$ cat src/mh2_pkg.sv
// Shared types and constants for the MurmurHash2 byte-stream hasher.
// Used by the controller, the datapath and the top level; depends on nothing.
package mh2_pkg;

  localparam logic [31:0] MIX_MUL   = 32'h5bd1e995;
  localparam int          SH_WORD   = 24;
  localparam int          SH_FIN_A  = 13;
  localparam int          SH_FIN_B  = 15;
  localparam int          DATA_W    = 8;
  localparam int          LEN_W     = 32;
  localparam int          HASH_W    = 32;
  localparam int          PEND_W    = 24;

  // One operation per cycle; each multiplying step uses the single shared multiplier.
  typedef enum logic [2:0] {
    DP_NOP,
    DP_LOAD,
    DP_K1,
    DP_K2,
    DP_ACC,
    DP_TAIL,
    DP_FIN1,
    DP_FIN2
  } dp_op_t;

  typedef struct packed {
    dp_op_t op;
    logic   first;   // Seed the accumulator with the message length.
    logic   absorb;  // Fold the incoming byte into the pending word.
  } dp_cmd_t;

  typedef struct packed {
    logic word_full;  // Three bytes pending, so the next byte completes a word.
    logic len_zero;   // Length on the input bus is zero.
  } dp_sts_t;

endpackage

$ cat src/mh2_dp.sv
// Datapath of the MurmurHash2 hasher: accumulator, word packing and the shared multiplier.
// Depends on mh2_pkg; driven by mh2_ctrl through dp_cmd_t.
module mh2_dp
  import mh2_pkg::*;
(
  input  logic                clk,
  input  logic                rst_n,
  input  dp_cmd_t             cmd,
  input  logic [DATA_W-1:0]   in_byte,
  input  logic [LEN_W-1:0]    in_len,
  output dp_sts_t             sts,
  output logic [HASH_W-1:0]   out_data
);

  logic [HASH_W-1:0] acc_r, acc_nxt;
  logic [PEND_W-1:0] pend_r, pend_nxt;
  logic [1:0]        pos_r, pos_nxt;
  logic [HASH_W-1:0] k_r, k_nxt;
  logic [HASH_W-1:0] hash_r, hash_nxt;
  logic [HASH_W-1:0] mul_a;
  logic [HASH_W-1:0] prod;

  assign prod = mul_a * MIX_MUL;

  always_comb begin
    acc_nxt  = acc_r;
    pend_nxt = pend_r;
    pos_nxt  = pos_r;
    k_nxt    = k_r;
    hash_nxt = hash_r;
    mul_a    = acc_r;
    case (cmd.op)
      DP_LOAD: begin
        if (cmd.first) begin
          acc_nxt = in_len;
        end
        if (cmd.absorb) begin
          case (pos_r)
            2'd0: begin
              pend_nxt[7:0] = in_byte;
              pos_nxt       = 2'd1;
            end
            2'd1: begin
              pend_nxt[15:8] = in_byte;
              pos_nxt        = 2'd2;
            end
            2'd2: begin
              pend_nxt[23:16] = in_byte;
              pos_nxt         = 2'd3;
            end
            default: begin
              k_nxt    = {in_byte, pend_r};
              pend_nxt = '0;
              pos_nxt  = 2'd0;
            end
          endcase
        end
      end
      DP_K1: begin
        mul_a = k_r;
        k_nxt = prod;
      end
      DP_K2: begin
        mul_a = k_r ^ (k_r >> SH_WORD);
        k_nxt = prod;
      end
      DP_ACC: begin
        mul_a   = acc_r;
        acc_nxt = prod ^ k_r;
      end
      DP_TAIL: begin
        mul_a = acc_r ^ {{(HASH_W-PEND_W){1'b0}}, pend_r};
        if (pos_r != 2'd0) begin
          acc_nxt = prod;
        end
      end
      DP_FIN1: begin
        mul_a   = acc_r ^ (acc_r >> SH_FIN_A);
        acc_nxt = prod;
      end
      DP_FIN2: begin
        hash_nxt = acc_r ^ (acc_r >> SH_FIN_B);
        acc_nxt  = '0;
        pend_nxt = '0;
        pos_nxt  = 2'd0;
      end
      default: begin
      end
    endcase
  end

  always_ff @(posedge clk) begin
    if (!rst_n) begin
      acc_r  <= '0;
      pend_r <= '0;
      pos_r  <= 2'd0;
    end else begin
      acc_r  <= acc_nxt;
      pend_r <= pend_nxt;
      pos_r  <= pos_nxt;
    end
  end

  always_ff @(posedge clk) begin
    k_r    <= k_nxt;
    hash_r <= hash_nxt;
  end

  assign sts.word_full = (pos_r == 2'd3);
  assign sts.len_zero  = (in_len == '0);
  assign out_data      = hash_r;

endmodule

$ cat src/mh2_ctrl.sv
// Controller of the MurmurHash2 hasher: sequences the datapath and owns both handshakes.
// Depends on mh2_pkg; drives mh2_dp through dp_cmd_t and reads dp_sts_t.
module mh2_ctrl
  import mh2_pkg::*;
(
  input  logic    clk,
  input  logic    rst_n,
  input  logic    in_tvalid,
  output logic    in_tready,
  input  logic    in_tlast,
  output logic    out_tvalid,
  input  logic    out_tready,
  input  dp_sts_t sts,
  output dp_cmd_t cmd
);

  typedef enum logic [2:0] {
    S_IDLE,
    S_K1,
    S_K2,
    S_ACC,
    S_TAIL,
    S_FIN1,
    S_FIN2
  } state_t;

  state_t state_r, state_nxt;
  logic   in_msg_r, in_msg_nxt;
  logic   last_r, last_nxt;
  logic   out_valid_r, out_valid_nxt;
  logic   accept;
  logic   absorb;
  logic   word_done;
  logic   emit;

  assign in_tready  = (state_r == S_IDLE);
  assign accept     = in_tvalid && in_tready;
  // An empty message is one item that is both first and last with zero length.
  assign absorb     = !(!in_msg_r && in_tlast && sts.len_zero);
  assign word_done  = absorb && sts.word_full;
  assign emit       = (state_r == S_FIN2) && (!out_valid_r || out_tready);
  assign out_tvalid = out_valid_r;

  always_comb begin
    state_nxt     = state_r;
    in_msg_nxt    = in_msg_r;
    last_nxt      = last_r;
    out_valid_nxt = out_valid_r;
    cmd.op        = DP_NOP;
    cmd.first     = 1'b0;
    cmd.absorb    = 1'b0;

    if (out_valid_r && out_tready) begin
      out_valid_nxt = 1'b0;
    end

    case (state_r)
      S_IDLE: begin
        if (accept) begin
          cmd.op     = DP_LOAD;
          cmd.first  = !in_msg_r;
          cmd.absorb = absorb;
          in_msg_nxt = 1'b1;
          last_nxt   = in_tlast;
          if (word_done) begin
            state_nxt = S_K1;
          end else if (in_tlast) begin
            state_nxt = S_TAIL;
          end
        end
      end
      S_K1: begin
        cmd.op    = DP_K1;
        state_nxt = S_K2;
      end
      S_K2: begin
        cmd.op    = DP_K2;
        state_nxt = S_ACC;
      end
      S_ACC: begin
        cmd.op    = DP_ACC;
        state_nxt = last_r ? S_TAIL : S_IDLE;
      end
      S_TAIL: begin
        cmd.op    = DP_TAIL;
        state_nxt = S_FIN1;
      end
      S_FIN1: begin
        cmd.op    = DP_FIN1;
        state_nxt = S_FIN2;
      end
      S_FIN2: begin
        if (emit) begin
          cmd.op        = DP_FIN2;
          out_valid_nxt = 1'b1;
          in_msg_nxt    = 1'b0;
          last_nxt      = 1'b0;
          state_nxt     = S_IDLE;
        end
      end
      default: begin
        state_nxt = S_IDLE;
      end
    endcase
  end

  always_ff @(posedge clk) begin
    if (!rst_n) begin
      state_r     <= S_IDLE;
      in_msg_r    <= 1'b0;
      last_r      <= 1'b0;
      out_valid_r <= 1'b0;
    end else begin
      state_r     <= state_nxt;
      in_msg_r    <= in_msg_nxt;
      last_r      <= last_nxt;
      out_valid_r <= out_valid_nxt;
    end
  end

  // A byte that completes a word must start the word mixing sequence.
  a_word_mix: assert property (@(posedge clk) disable iff (!rst_n)
    (accept && word_done) |=> (state_r == S_K1))
    else $error("completed word did not start mixing");

  // The final step waits while the previous hash has not been taken.
  a_fin_hold: assert property (@(posedge clk) disable iff (!rst_n)
    (state_r == S_FIN2 && out_valid_r && !out_tready) |=> (state_r == S_FIN2))
    else $error("final step overran an untaken hash");

  // A message ends only through the final step, which also raises the output valid.
  a_msg_end: assert property (@(posedge clk) disable iff (!rst_n)
    $fell(in_msg_r) |-> ($past(state_r == S_FIN2) && out_valid_r))
    else $error("message ended without emitting a hash");

  // A last byte always leads to the tail step rather than back to idle.
  a_last_tail: assert property (@(posedge clk) disable iff (!rst_n)
    (accept && in_tlast && !word_done) |=> (state_r == S_TAIL))
    else $error("last byte skipped the tail step");

endmodule

$ cat src/murmur2_hash_32_top.sv
// Top level of the MurmurHash2 (32-bit, seed zero) byte-stream hasher.
// Instantiates mh2_ctrl and mh2_dp; depends on mh2_pkg.
//
// This block computes the 32-bit MurmurHash2 of a byte message with a seed of
// zero. Each input beat carries one message byte and the total message length;
// the length is taken only on the first beat of a message and seeds the
// accumulator, and in_tlast marks the final byte. Bytes are unsigned and are
// packed little-endian into 32-bit words. An empty message is one beat with a
// length of zero and in_tlast set; its data byte is ignored. One hash beat is
// produced per message. A byte that does not complete a word is packed in the
// idle state. A byte that completes a word goes through three passes of the
// single shared 32 x 32 multiplier (two for the word, one for the accumulator)
// before the next byte is accepted. After the last byte come the tail fold, the
// first finalization multiply and the final xor-shift into the output
// register. The output register holds one finished hash, so the next message
// is accepted while that hash waits; the final step of a message waits only if
// the previous hash is still untaken. Reset is synchronous and active low.
module murmur2_hash_32_top
  import mh2_pkg::*;
(
  input  logic                    clk,
  input  logic                    rst_n,
  input  logic                    in_tvalid,
  output logic                    in_tready,
  input  logic [DATA_W+LEN_W-1:0] in_tdata,   // [7:0] data_byte, [39:8] message_length
  input  logic                    in_tlast,   // last_byte
  output logic                    out_tvalid,
  input  logic                    out_tready,
  output logic [HASH_W-1:0]       out_tdata   // [31:0] hash_value
);

  dp_cmd_t cmd;
  dp_sts_t sts;

  mh2_ctrl u_ctrl (
    .clk        (clk),
    .rst_n      (rst_n),
    .in_tvalid  (in_tvalid),
    .in_tready  (in_tready),
    .in_tlast   (in_tlast),
    .out_tvalid (out_tvalid),
    .out_tready (out_tready),
    .sts        (sts),
    .cmd        (cmd)
  );

  mh2_dp u_dp (
    .clk      (clk),
    .rst_n    (rst_n),
    .cmd      (cmd),
    .in_byte  (in_tdata[DATA_W-1:0]),
    .in_len   (in_tdata[DATA_W+LEN_W-1:DATA_W]),
    .sts      (sts),
    .out_data (out_tdata)
  );

endmodule
$ cat config.mk
export PLATFORM = sky130hd
export DESIGN_NAME = murmur2_hash_32_top
export DESIGN_NICKNAME = d
export VERILOG_FILES = /design/src/mh2_pkg.sv /design/src/mh2_dp.sv /design/src/mh2_ctrl.sv /design/src/murmur2_hash_32_top.sv
export SDC_FILE = /design/constraint.sdc
export NUM_CORES = 1
export LEC_CHECK = 0
export BUFFER_PORTS_ARGS = -buffer_cell sky130_fd_sc_hd__buf_2
export CORE_UTILIZATION = 35
export CTS_CLUSTER_DIAMETER = 80
export DETAILED_ROUTE_END_ITERATION = 10
export HOLD_SLACK_MARGIN = 0.03
export SYNTH_ARGS = -nofsm -noshare
export SYNTH_HDL_FRONTEND = slang
export SYNTH_SLANG_ARGS = --single-unit
$ cat constraint.sdc
create_clock -name clk -period 10.1 [get_ports clk]
set_clock_uncertainty 0.05 [all_clocks]
set_input_delay 2.02 -clock clk [delete_from_list [all_inputs] [get_ports clk]]
set_output_delay 2.02 -clock clk [all_outputs]
set_load 0.005 [all_outputs]
## Word level (Yosys, flattened, before mapping)

Cells that the tools add are included.

| word-level totals | value |
|---|---|
| bits in registers | 128 |
| latch bits | 0 |
| RAM bits | 0 |
| memory bits (read-only) | 0 |
| input bits | 45 |
| output and inout port bits | 34 |
| logic and storage cells | 107 |
| memories kept | 0 |

| operators by class | value |
|---|---|
| $add $sub $neg | 0 |
| multiply operators | 1 |
| div/mod/pow operators | 0 |
| order comparisons | 0 |
| equal/unequal tests | 26 |
| shifts and indexed selects | 0 |
| muxes and demuxes | 33 |
| bitwise operators | 5 |
| reductions and logical operators | 31 |

Operators with widths:

| kind | number |
|---|---|
| 32-bit one-hot mux with 5 select lines | 1 |
| 32-bit 2-to-1 mux | 4 |
| 32-bit one-hot mux with 4 select lines | 1 |
| 32-bit one-hot mux with 2 select lines | 1 |
| 24-bit one-hot mux with 2 select lines | 1 |
| 8-bit one-hot mux with 2 select lines | 3 |
| 3-bit one-hot mux with 7 select lines | 2 |
| 32-bit logical NOT | 1 |
| 32-bit by 31-bit multiplier with 32-bit output (second input constant) | 1 |
| 32-bit by 17-bit XOR with 32-bit output | 1 |
| 32-bit by 19-bit XOR with 32-bit output | 1 |
| 32-bit by 24-bit XOR with 32-bit output | 1 |
| 32-bit XOR | 1 |
| 32-bit by 8-bit XOR with 32-bit output | 1 |
| 24-bit 2-to-1 mux | 1 |
| 3-bit equality test (second input constant) | 7 |
| 3-bit 2-to-1 mux | 7 |
| 3-bit AND reduction | 7 |
| 2-bit != test (second input constant) | 7 |
| 3-bit by 2-bit equality test with 1-bit output (second input constant) | 4 |
| 2-bit nonzero test | 4 |
| 2-bit OR reduction | 4 |
| 3-bit by 1-bit equality test with 1-bit output (second input constant) | 2 |
| 1-bit logical AND | 6 |
| other kinds (16) | 27 |

## Depth between registers and ports, before layout

Gate-level depths: netlist (run 1).

| logic depth | value |
|---|---|
| depth in word-level cells | 11 |
| gate-level depth with buffers | 36 |
| depth with buffers taken out | 33 |

## Hierarchy

Synthesis (run 1) repeated with hierarchy kept, for this count alone.

| second synthesis, totals | value |
|---|---|
| cells, all modules | 1,845 |
| area, all modules | 16,629.7 um^2 |

Modules (own cells, without submodules):

| module | times used | cells each | area each (um^2) |
|---|---|---|---|
| mh2_dp | 1 | 1,798 | 16,228.1 |
| mh2_ctrl | 1 | 47 | 401.6 |

## Least setup slack after synthesis (run 1)

OpenSTA, ideal clock, no wires.

| path | value |
|---|---|
| path type | register to register |
| start | register u_ctrl.state_r[0] |
| end | register u_dp.acc_r[30] |
| data arrival time | 8,631 ps |
| required time | 9,929 ps |
| path slack | 1,299 ps |
| stages on the path, launching flop included | 32 |
| path buffers | 5 |
| cells stage by stage | dfxtp_1 > buf_4 > buf_4 > clkbuf_1 > buf_1 > clkbuf_1 > mux2i_1 > nor2_1 > xnor2_1 > a21oi_1 > fa_1 > ha_1 > inv_1 > fa_1 > fa_1 > fa_1 > inv_1 > fa_1 > fa_1 > inv_1 > fa_1 > inv_1 > ha_1 > a21o_1 > a211oi_1 > o31ai_1 > a311oi_1 > o31ai_1 > a21o_1 > a21oi_1 > xor2_1 > mux2_2 |

| on the way | value |
|---|---|
| longest elaborated chain between the ends | 9 |

RTL lines:

| what | RTL line | text |
|---|---|---|
| start: declaration | mh2_ctrl.sv:27 | `state_t state_r, state_nxt;` |
| start signal: assignment | mh2_ctrl.sv:114 | `state_r <= state_nxt;` |
| 3-bit equality test or 3-bit logical NOT (tied branches) | mh2_ctrl.sv:41, mh2_ctrl.sv:57, mh2_ctrl.sv:36 |  |
| 1-bit logical AND, on equally long branches | mh2_ctrl.sv:41, mh2_ctrl.sv:37 |  |
| 3-bit 2-to-1 mux, on equally long branches | mh2_ctrl.sv:93, mh2_ctrl.sv:59 |  |
| 3-bit one-hot mux with 7 select lines | mh2_ctrl.sv:57 | `case (state_r)` |
| 3-bit equality test or 3-bit by 2-bit equality test with 1-bit output (tied branches) | mh2_dp.sv:32 | `case (cmd.op)` |
| 32-bit one-hot mux with 4 select lines | mh2_dp.sv:32 |  |
| 32-bit by 31-bit multiplier with 32-bit output | mh2_dp.sv:23 | `assign prod = mul_a * MIX_MUL;` |
| 32-bit 2-to-1 mux or 32-bit XOR (tied branches) | mh2_dp.sv:73, mh2_dp.sv:69 |  |
| 32-bit one-hot mux with 5 select lines | mh2_dp.sv:32 |  |
| end signal: assignment | mh2_dp.sv:98 | `acc_r <= acc_nxt;` |
| end: declaration | mh2_dp.sv:15 | `logic [HASH_W-1:0] acc_r, acc_nxt;` |

Parallel ways exist; a longest one is shown, timed or not. The select of a mux whose other input is x is not followed.
A chain may end at the register's enable or synchronous reset.

## Worst setup path after layout (run 1)

| path | value |
|---|---|
| start | register u_ctrl.state_r[1] |
| end | register u_dp.acc_r[30] |

Same word-level chain as after synthesis.

==> out/summary.txt, run 1 <==
FINAL LAYOUT
---------------------------------------------------------------------------------------
Area growth syn-to-layout                                                         11.1%
Final design instance area without fill                                     0.0177 mm^2
Final net count                                                                    2275
Count of fill cells added during filler insertion                                  4529
Most common cell after layout, fill and taps aside                         sky130_fd_sc_hd__inv_1
Commonest cells after routing, fill and taps aside                         sky130_fd_sc_hd__inv_1, sky130_fd_sc_hd__ha_1, sky130_fd_sc_hd__fa_1
Proportion of layout cells with a drive suffix above 1                            9.38%
Seq. cell area                                                             0.00320 mm^2
Area of the multi-input gates                                               0.0111 mm^2
# diodes                                                                              0

DIE
---------------------------------------------------------------------------------------
Std-Cell Core Area                                                          0.0445 mm^2
Starting utilization of the core area                                             35.8%
Floorplan die area                                                          0.0464 mm^2
Horizontal die dimension                                                         215 um
Count of standard-cell rows                                                          77
Die outline height                                                               215 um
Number of primary I/O pins                                                           79

CLOCK NETWORK
---------------------------------------------------------------------------------------
Number of H-tree levels                                                               4
CTS hold repair buffers                                                               0
Clock tree from TritonCTS                                                           yes
Root buffer cell                                                           sky130_fd_sc_hd__clkbuf_16
Post-CTS setup repair buffer count                                                    0
CTS Buf Count                                                                        17
CTS clk-pin slew, worst paths                                                     70 ps
CTS-repair resized insts                                                              0
Number of clock sinks                                                               128
Maximum root-to-sink buffer count                                                     2
Latest clock arrival within the worst-skew pair                                  430 ps

GRT
---------------------------------------------------------------------------------------
Pin count of the biggest net entering global routing                                 45
Aggregate global-route resource usage                                             22.5%
Number of antenna violations at the first check in global routing                     0
Number of global-route vias before repair                                         13.0k
Grt total ovfl                                                                        0
Global-route wire length before repair                                         78300 um

CRITICAL PATH
---------------------------------------------------------------------------------------
Reg-to-Reg Start                                                           u_ctrl.state_r[1]
Data arrival time at the worst-slack endpoint                                   9620 ps
Required time of the critical path                                             10360 ps
Type of the worst setup path                                               flip-flop to flip-flop
Maximum net fanout on the critical path                                              25
Path depth of the worst reg2reg path                                                 27
Start point of the critical path                                           u_ctrl.state_r[1]
Type of element launching the critical path                                   flip-flop
Type of element capturing the critical path                                   flip-flop

STA
---------------------------------------------------------------------------------------
Setup TNS                                                                          0 ps
Final Hold Viols                                                                      0
Final hold slack                                                                 447 ps
Transition time of the tightest slew-check pin                                  1220 ps
Setup repair after global routing missed its margin                                  no
Max-slew violation total from the final report                                        0
Relative slew slack                                                               18.9%
Peak Freq                                                                     0.107 GHz
Setup violations, final                                                               0
Part of the cycle the worst path needs                                            92.7%
Minimum period implied by the final worst setup slack                           9360 ps

SYNTHESIS
---------------------------------------------------------------------------------------
Register bit count reported by yosys                                                128
Mapped cell area                                                            0.0159 mm^2
Number of enable-type register cells in the synthesized netlist                      64
Async set-reset flop share out of synthesis                                          0%
Commonest register cell after synthesis                                    sky130_fd_sc_hd__edfxtp_1
Fraction of the yosys area taken by sequential cells                              20.1%
Number of nets in the synthesized netlist                                          2200
Synthesized area per cell                                                     9.07 um^2
Synthesized instance count                                                         1757
Number of different library cells in the post-synthesis netlist                      63
Yosys warns                                                                           0

WORST HOLD PATH
---------------------------------------------------------------------------------------
Launch instance of the worst min-delay path                                u_ctrl.last_r
Class of the worst hold path                                               flip-flop to flip-flop
WHS Path Cells                                                                        2

PLACE
---------------------------------------------------------------------------------------
Count of buffers from port buffering                                                 78
Placed inst area                                                            0.0171 mm^2
Routability cong.                                                                 0.921
Detailed Place HPWL                                                            40800 um

DRT
---------------------------------------------------------------------------------------
1st-pass router iterations                                                            6
Post-route DRC violation count                                                        0
Routed via count divided by cell count                                             5.26
Routed length per instance                                                      20.9 um
Total via count in the routed design                                              12.8k
Antenna-violating nets left                                                           0
Routed wire length                                                             50900 um
Number of violations reported at the end of detailed-routing iteration 0           1086

FLOW RUN
---------------------------------------------------------------------------------------
Max-capacitance violation count                                                       0

STATUS
---------------------------------------------------------------------------------------
Result of the run                                                             completed

[logic make-up after synthesis]
group	count (synthesis)	synth area share (%)
AOI/OAI and AO/OA	309	12.3
and+or+nand+nor	352	9.56
adders and majority gates	398	39.6
DFF	128	20.1
buffers and inverters	434	10.6
muxes	26	1.66
xor gates and xnor gates	110	6.22
[stage by stage]
step / cells / util (%) / setup slack [ps]
floorplan: 1757 / - / 1300
global placement: 2405 / 38.4 / 953
detailed placement: 2405 / 38.4 / 853
CTS: 2437 / 39.8 / 807
global route: 2437 / 39.8 / 268
finish: 2437 / 39.8 / 737
[path summary, 6_finish.rpt]
kind	to	slack, ps
hold / removal	u_ctrl.last_r	450
hold reg to reg	u_ctrl.last_r	450
setup reg to reg	u_dp.acc_r[30]	740
setup / recovery	u_dp.acc_r[30]	740
[worst max-delay path, stage by stage, from the launching register on]
cell and delay (ps):
sky130_fd_sc_hd__dfxtp_1 940, sky130_fd_sc_hd__nor2b_1 410, sky130_fd_sc_hd__o21ai_4 630, sky130_fd_sc_hd__o21a_1 590, sky130_fd_sc_hd__inv_1 140, sky130_fd_sc_hd__fa_1 490, sky130_fd_sc_hd__inv_1 100, sky130_fd_sc_hd__ha_1 140
sky130_fd_sc_hd__inv_1 50, sky130_fd_sc_hd__fa_1 540, sky130_fd_sc_hd__fa_1 450, sky130_fd_sc_hd__fa_1 540, sky130_fd_sc_hd__inv_1 50, sky130_fd_sc_hd__fa_1 460, sky130_fd_sc_hd__fa_1 500, sky130_fd_sc_hd__inv_1 50
sky130_fd_sc_hd__fa_1 510, sky130_fd_sc_hd__inv_1 50, sky130_fd_sc_hd__ha_1 360, sky130_fd_sc_hd__a21o_1 210, sky130_fd_sc_hd__a211oi_1 280, sky130_fd_sc_hd__o31ai_1 120, sky130_fd_sc_hd__a311oi_1 420, sky130_fd_sc_hd__o31ai_1 210
sky130_fd_sc_hd__a21o_1 200, sky130_fd_sc_hd__a21oi_1 160, sky130_fd_sc_hd__xor2_1 220, sky130_fd_sc_hd__mux2_2 350
[state kept, by name, summed over array words and instances, names as in the netlist]
name / cells
u_ctrl.in_msg_r: 1
u_dp.out_data: 32
u_ctrl.out_tvalid: 1
u_dp.pend_r: 24
u_dp.acc_r: 32
u_ctrl.state_r: 3
u_dp.k_r: 32
u_dp.pos_r: 2
u_ctrl.last_r: 1
[metal layers]
metal	routed length [um]	track usage [%]	vias up
li1	-	-	5893
met1	22400	30.5	6343
met2	23400	36.6	510
met3	3820	3.57	69
met4	1320	6.74	0
met5	0	0	-
[synthesized netlist by cell type, drive strengths merged, types with 3 or more instances]
library cell / instances / area share [%]
nor2b: 9 / 0.35
nor3: 11 / 0.35
and2: 3 / 0.12
a221o: 3 / 0.19
nand2: 149 / 3.5
nand2b: 8 / 0.31
mux2i: 22 / 1.4
o211ai: 5 / 0.24
o31ai: 3 / 0.14
dfxtp: 64 / 8.0
nor2: 117 / 2.8
or2: 8 / 0.31
a311oi: 11 / 0.64
fa: 178 / 22
mux2: 4 / 0.28
a21o: 16 / 0.75
nor4: 8 / 0.31
o21a: 7 / 0.33
xnor2: 57 / 3.1
o22ai: 6 / 0.24
nand3: 16 / 0.50
o21bai: 6 / 0.28
o21ai: 82 / 2.6
a31oi: 15 / 0.59
a211oi: 21 / 0.99
edfxtp: 64 / 12
ha: 220 / 17
or3: 5 / 0.20
a21oi: 92 / 2.9
a221oi: 6 / 0.33
a32oi: 3 / 0.16
clkbuf: 41 / 0.97
a222oi: 11 / 0.69
nor3b: 6 / 0.28
inv: 373 / 8.8
buf: 20 / 0.80
xor2: 51 / 2.8
and3: 6 / 0.24
a22oi: 7 / 0.33
[final cells by class]
| type | count | share of cell area, % |
|---|---|---|
| timing repair buffer | 117 | 3.86 |
| sequential | 128 | 18.1 |
| inverter | 373 | 7.91 |
| tap | 592 | 4.18 |
| multi-input combinational | 1195 | 62.5 |
| clock inverter | 13 | 0.749 |
| clock buffer | 19 | 2.69 |
Power of run 1 is not shown: default switching activity piles up to over one toggle a cycle in this logic, so the estimate is an artifact.
==> run 2: changes to the inputs <==
- CORE_UTILIZATION: 35 -> 45
==> run 2 against run 1 <==
  * Non-clock buffer count down 4
  * Sequential share of layout area up 0.22 points
  * Worst setup slack worse by 24 ps
  * Critical path type unchanged
  * Largest cell class unchanged
==> out/summary.txt, run 2 (synthesized netlist as in run 1, its figures left out) <==
DRT
---------------------------------------------------------------------------------------
Routed wire length                                                             49100 um
Number of violations reported at the end of detailed-routing iteration 0           1256
Post-route DRC violation count                                                        0
Antenna-violating nets left                                                           0
Total via count in the routed design                                              12.7k
Routed length per instance                                                      21.4 um
1st-pass router iterations                                                            9
Routed via count divided by cell count                                             5.51

STA
---------------------------------------------------------------------------------------
Final Hold Viols                                                                      0
Setup TNS                                                                          0 ps
Part of the cycle the worst path needs                                            92.9%
Minimum period implied by the final worst setup slack                           9390 ps
Worst setup margin                                                               713 ps
Setup violations, final                                                               0
Setup repair after global routing missed its margin                                  no
Peak Freq                                                                     0.107 GHz
Transition time of the tightest slew-check pin                                  1310 ps
Relative slew slack                                                               12.7%
Max-slew violation total from the final report                                        0

CRITICAL PATH
---------------------------------------------------------------------------------------
Type of the worst setup path                                               flip-flop to flip-flop
Peak per-stage delay on the critical path                                       1020 ps
Reg-to-reg endpoint                                                        u_dp.acc_r[30]
Required time of the critical path                                             10350 ps
Data arrival time at the worst-slack endpoint                                   9640 ps
Slack of the worst reg-to-reg path                                               710 ps
Type of element launching the critical path                                   flip-flop
Path depth of the worst reg2reg path                                                 31
Reg-to-Reg Start                                                           u_ctrl.state_r[1]
Cell with the largest stage delay on the worst path                        sky130_fd_sc_hd__a21oi_1
Most Frequent Cell on Critical Path                                        sky130_fd_sc_hd__fa_1
Type of element capturing the critical path                                   flip-flop
Maximum net fanout on the critical path                                              23

CLOCK NETWORK
---------------------------------------------------------------------------------------
Post-CTS setup repair buffer count                                                    0
Clock tree from TritonCTS                                                           yes
CTS Buf Count                                                                        17
Latest clock arrival within the worst-skew pair                                  430 ps
Maximum root-to-sink buffer count                                                     2
Root buffer cell                                                           sky130_fd_sc_hd__clkbuf_16
CTS clk-pin slew, worst paths                                                     60 ps
Number of H-tree levels                                                               4
CTS-repair resized insts                                                              0
CTS hold repair buffers                                                               0
Number of clock sinks                                                               128

FINAL LAYOUT
---------------------------------------------------------------------------------------
Commonest cells after routing, fill and taps aside                         sky130_fd_sc_hd__inv_1, sky130_fd_sc_hd__ha_1, sky130_fd_sc_hd__fa_1
# diodes                                                                              0
Proportion of layout cells with a drive suffix above 1                            9.18%
Area growth syn-to-layout                                                         9.82%
Most common cell after layout, fill and taps aside                         sky130_fd_sc_hd__inv_1
Final net count                                                                    2271
Final design instance area without fill                                     0.0175 mm^2

PLACE
---------------------------------------------------------------------------------------
Count of buffers from port buffering                                                 78
Routability cong.                                                                 0.985
Placed inst area                                                            0.0169 mm^2
Setup Slack @ Placement                                                          771 ps
Detailed Place HPWL                                                            39100 um

GRT
---------------------------------------------------------------------------------------
Number of global-route vias before repair                                         12.6k
Grt total ovfl                                                                        0
Global-route wire length before repair                                         75100 um
Aggregate global-route resource usage                                             28.3%
Number of antenna violations at the first check in global routing                     1
Pin count of the biggest net entering global routing                                 43

DIE
---------------------------------------------------------------------------------------
Count of standard-cell rows                                                          68
Die outline height                                                               190 um
Starting utilization of the core area                                             45.9%
Std-Cell Core Area                                                          0.0347 mm^2
Number of primary I/O pins                                                           79
Horizontal die dimension                                                         190 um
Floorplan die area                                                          0.0362 mm^2

WORST HOLD PATH
---------------------------------------------------------------------------------------
Hold EP                                                                    u_ctrl.last_r
Launch instance of the worst min-delay path                                u_ctrl.last_r
Class of the worst hold path                                               flip-flop to flip-flop
WHS Path Cells                                                                        2

STATUS
---------------------------------------------------------------------------------------
Result of the run                                                             completed

FLOW RUN
---------------------------------------------------------------------------------------
Max-capacitance violation count                                                       0

-- run 2: cell count changes in the layout (fill, tap and decap cells not counted), sizes merged --
| cell | before | now |
|---|---|---|
| inv | 381 | 380 |
| bufinv | 1 | 2 |
| clkbuf | 19 | 17 |
| buf | 117 | 113 |
| clkinvlp | 1 | 3 |
-- run 2: worst max path at each step --
stage,slack [ps],endpoint,start,depth (start not counted)
finish,710,u_dp.acc_r[30],u_ctrl.state_r[1],31
global route,120,u_dp.acc_r[30],u_ctrl.state_r[1],33
CTS,740,u_dp.acc_r[30],u_ctrl.state_r[1],31
detailed placement,770,u_dp.acc_r[30],u_ctrl.state_r[1],31
global placement,840,u_dp.acc_r[30],u_ctrl.state_r[0],30
floorplan,1300,u_dp.acc_r[30],u_ctrl.state_r[0],31
-- run 2: critical path: cells and delay by family (launching register included) --
kind            cells  cell delay [ps]
fa+ha+maj           9             3540
compound gates     11             2880
flops               1              780
buf+inv             5              590
simple gates        3              560
xor+xnor            2              490
mux                 1              350
-- run 2: metal layers --
| layer | vias to the layer above | wire length (um) | GRT usage [%] |
|---|---|---|---|
| li1 | 5890 | - | - |
| met1 | 6176 | 21700 | 39.0 |
| met2 | 497 | 21900 | 44.2 |
| met3 | 92 | 3610 | 5.39 |
| met4 | 2 | 1780 | 9.97 |
| met5 | - | 13 | 0 |
-- run 2: final cells by class --
type | count | area [um^2]
fill | 3296 | 17200
multi-input combinational | 1195 | 11100
sequential | 128 | 3200
inverter | 373 | 1400
timing repair buffer | 113 | 653
tap | 455 | 569
clock buffer | 17 | 425
clock inverter | 15 | 174
-- run 2: per-stage QoR --
step	util, %	instances	hold WS [ps]
6_report	50.4	2296	425
4_1_cts	50.4	2296	428
2_1_floorplan	-	1757	398
3_3_place_gp	48.7	2264	417
5_1_grt	50.4	2296	445
3_5_place_dp	48.7	2264	419
Power of run 2 is left out for the same reason.
==> run 3: changes to the inputs <==
- SYNTH_HIERARCHICAL: default -> 1
==> run 3 against run 2 <==
  * Design area up 11%
  * Synthesized area up 4.4%
  * Via count up 10%
  * Clock-buffer cell count up 4
  * Worst setup slack worse by 400 ps
  * Critical path depth up 4
  * Synthesized cell count up 5.0%
  * Fmax down 4.1%
  * Hold slack better by 46 ps
==> out/summary.txt, run 3 <==
STA
---------------------------------------------------------------------------------------
Max-slew violation total from the final report                                        0
Setup TNS                                                                          0 ps
Relative slew slack                                                               24.7%
Minimum period implied by the final worst setup slack                           9790 ps
Final Hold Viols                                                                      0
Setup violations, final                                                               0
Part of the cycle the worst path needs                                            96.9%
Peak Freq                                                                     0.102 GHz
Transition time of the tightest slew-check pin                                  1130 ps

SYNTHESIS
---------------------------------------------------------------------------------------
Fraction of the yosys area taken by sequential cells                              19.3%
Commonest register cell after synthesis                                    sky130_fd_sc_hd__edfxtp_1
Number of enable-type register cells in the synthesized netlist                      64
Number of different library cells in the post-synthesis netlist                      81
Mapped cell area                                                            0.0166 mm^2
Top cells by area, synth                                                   sky130_fd_sc_hd__fa_1, sky130_fd_sc_hd__ha_1, sky130_fd_sc_hd__edfxtp_1
Top cell type by total area after synthesis                                sky130_fd_sc_hd__fa_1
Register bit count reported by yosys                                                128
Async set-reset flop share out of synthesis                                          0%
Portion of synthesized cell area occupied by the leading cell type                21.4%
Synthesized area per cell                                                     9.01 um^2
Leading post-synthesis cells by instance count                             sky130_fd_sc_hd__inv_1, sky130_fd_sc_hd__ha_1, sky130_fd_sc_hd__nand2_1
Synthesized instance count                                                         1845
Most repeated cell in the gate-level netlist after synthesis               sky130_fd_sc_hd__inv_1
Yosys warns                                                                           6
Number of nets in the synthesized netlist                                          2287

GRT
---------------------------------------------------------------------------------------
Number of antenna violations at the first check in global routing                     0
Global-route wire length before repair                                         82700 um
Aggregate global-route resource usage                                             29.1%
Number of global-route vias before repair                                         14.3k
Pin count of the biggest net entering global routing                                 64
Grt total ovfl                                                                        0

PLACE
---------------------------------------------------------------------------------------
Count of buffers from port buffering                                                 78
Routability cong.                                                                 0.939
Placed inst area                                                            0.0187 mm^2
Detailed Place HPWL                                                            43500 um

FINAL LAYOUT
---------------------------------------------------------------------------------------
Commonest cells after routing, fill and taps aside                         sky130_fd_sc_hd__inv_1, sky130_fd_sc_hd__ha_1, sky130_fd_sc_hd__nand2_1
Most common cell after layout, fill and taps aside                         sky130_fd_sc_hd__inv_1
Area growth syn-to-layout                                                         17.2%
Proportion of layout cells with a drive suffix above 1                            16.9%
Final net count                                                                    2485
Area of the multi-input gates                                               0.0119 mm^2
Seq. cell area                                                             0.00320 mm^2
# diodes                                                                              0
Final design instance area without fill                                     0.0195 mm^2
Count of fill cells added during filler insertion                                  3355

DIE
---------------------------------------------------------------------------------------
Die outline height                                                               194 um
Number of primary I/O pins                                                           79
Horizontal die dimension                                                         194 um
Floorplan die area                                                          0.0377 mm^2
Count of standard-cell rows                                                          70
Std-Cell Core Area                                                          0.0365 mm^2
Starting utilization of the core area                                             45.5%

CLOCK NETWORK
---------------------------------------------------------------------------------------
CTS hold repair buffers                                                               0
Number of clock sinks                                                               128
CTS Buf Count                                                                        17
Latest clock arrival within the worst-skew pair                                  440 ps
Clock tree from TritonCTS                                                           yes
Number of H-tree levels                                                               4
Root buffer cell                                                           sky130_fd_sc_hd__clkbuf_16
Maximum root-to-sink buffer count                                                     2
CTS clk-pin slew, worst paths                                                     60 ps

DRT
---------------------------------------------------------------------------------------
Antenna-violating nets left                                                           0
Number of violations reported at the end of detailed-routing iteration 0           1209
Post-route DRC violation count                                                        0
1st-pass router iterations                                                            5
Routed via count divided by cell count                                             5.51
Routed length per instance                                                      21.0 um
Routed wire length                                                             53100 um
Total via count in the routed design                                              13.9k

WORST HOLD PATH
---------------------------------------------------------------------------------------
Class of the worst hold path                                               flip-flop to flip-flop

CRITICAL PATH
---------------------------------------------------------------------------------------
Cell with the largest stage delay on the worst path                        sky130_fd_sc_hd__fa_1
Critical path buffers and inverters                                                   9
Required time of the critical path                                             10370 ps
Type of element capturing the critical path                                   flip-flop
Most Frequent Cell on Critical Path                                        sky130_fd_sc_hd__fa_1
Maximum net fanout on the critical path                                              16
Peak per-stage delay on the critical path                                        510 ps
Critical path's top delay family                                            adder cells
Data arrival time at the worst-slack endpoint                                  10060 ps
Type of element launching the critical path                                   input pin
Type of the worst setup path                                               input pin to flip-flop

STATUS
---------------------------------------------------------------------------------------
Result of the run                                                             completed

FLOW RUN
---------------------------------------------------------------------------------------
Max-capacitance violation count                                                       0

-- run 3: cell count changes after synthesis, sizes merged, moves of 9 or more --
cell / previous run / this run
a211o: 0 / 14
nor3: 11 / 20
a31oi: 15 / 6
xor2: 51 / 42
clkbuf: 41 / 62
nor2: 117 / 51
a21boi: 2 / 32
o21ai: 82 / 64
nor2b: 9 / 24
nand3: 16 / 37
nand2: 149 / 186
a222oi: 11 / 1
o211ai: 5 / 33
o2111ai: 2 / 11
-- run 3: metrics by stage --
step	setup slack, ps	hold WS, ps	util (%)	instances
floorplan	-6.96	356	-	1845
global placement	-410	461	51.2	2486
detailed placement	-413	465	51.2	2486
CTS	8.98	474	52.9	2518
global route	-55.5	489	53.4	2524
finish	309	471	53.4	2524
-- run 3: cells by family after synthesis --
group                    synth area share (%)
buffers and inverters                    10.4
flip-flops                               19.3
AND/OR/NAND/NOR                          11.3
XOR/XNOR                                 5.35
multiplexers                             1.03
AO/OA/AOI/OAI                            14.7
adder cells (fa/ha/maj)                  37.9
-- run 3: path summary, 6_finish.rpt --
kind | depth (start not counted) | startpoint | slack, ps | endpoint
max reg2reg | 34 | u_ctrl/state_r[2] | 1240 | u_dp/acc_r[27]
min reg2reg | 2 | u_dp/acc_r[8] | 470 | u_dp/acc_r[8]
max | 35 | in_tvalid | 310 | u_dp/acc_r[27]
min | 2 | u_dp/acc_r[8] | 470 | u_dp/acc_r[8]
-- run 3: worst reg2reg max path, delay by kind of cell, from the launching register on --
kind | cells | cell delay [ps]
fa+ha+maj | 9 | 3490
compound gates | 10 | 1920
simple gates | 6 | 1460
buf+inv | 8 | 940
flops | 1 | 660
xor+xnor | 1 | 220
-- run 3: cell type report --
cell class	count	area share [%]
multi-input cells	1261	60.9
flip-flops and latches	128	16.4
repair buffers	262	9.45
inverters	373	7.18
well taps	468	3.00
clock buffers	21	2.53
clock inverters	11	0.507
-- run 3: routing by layer --
| metal | track usage [%] | wire [um] |
|---|---|---|
| met5 | 0 | 0 |
| met4 | 11.0 | 1980 |
| met3 | 4.89 | 3690 |
| met2 | 45.4 | 23700 |
| met1 | 40.5 | 23600 |
-- run 3: timing repair --
item,CTS,global route
resized for setup,0,33
setup endpoints to repair,0,24
endpoints found under the hold margin,0,0
setup buffers,0,5
Power of run 3 is left out for the same reason.
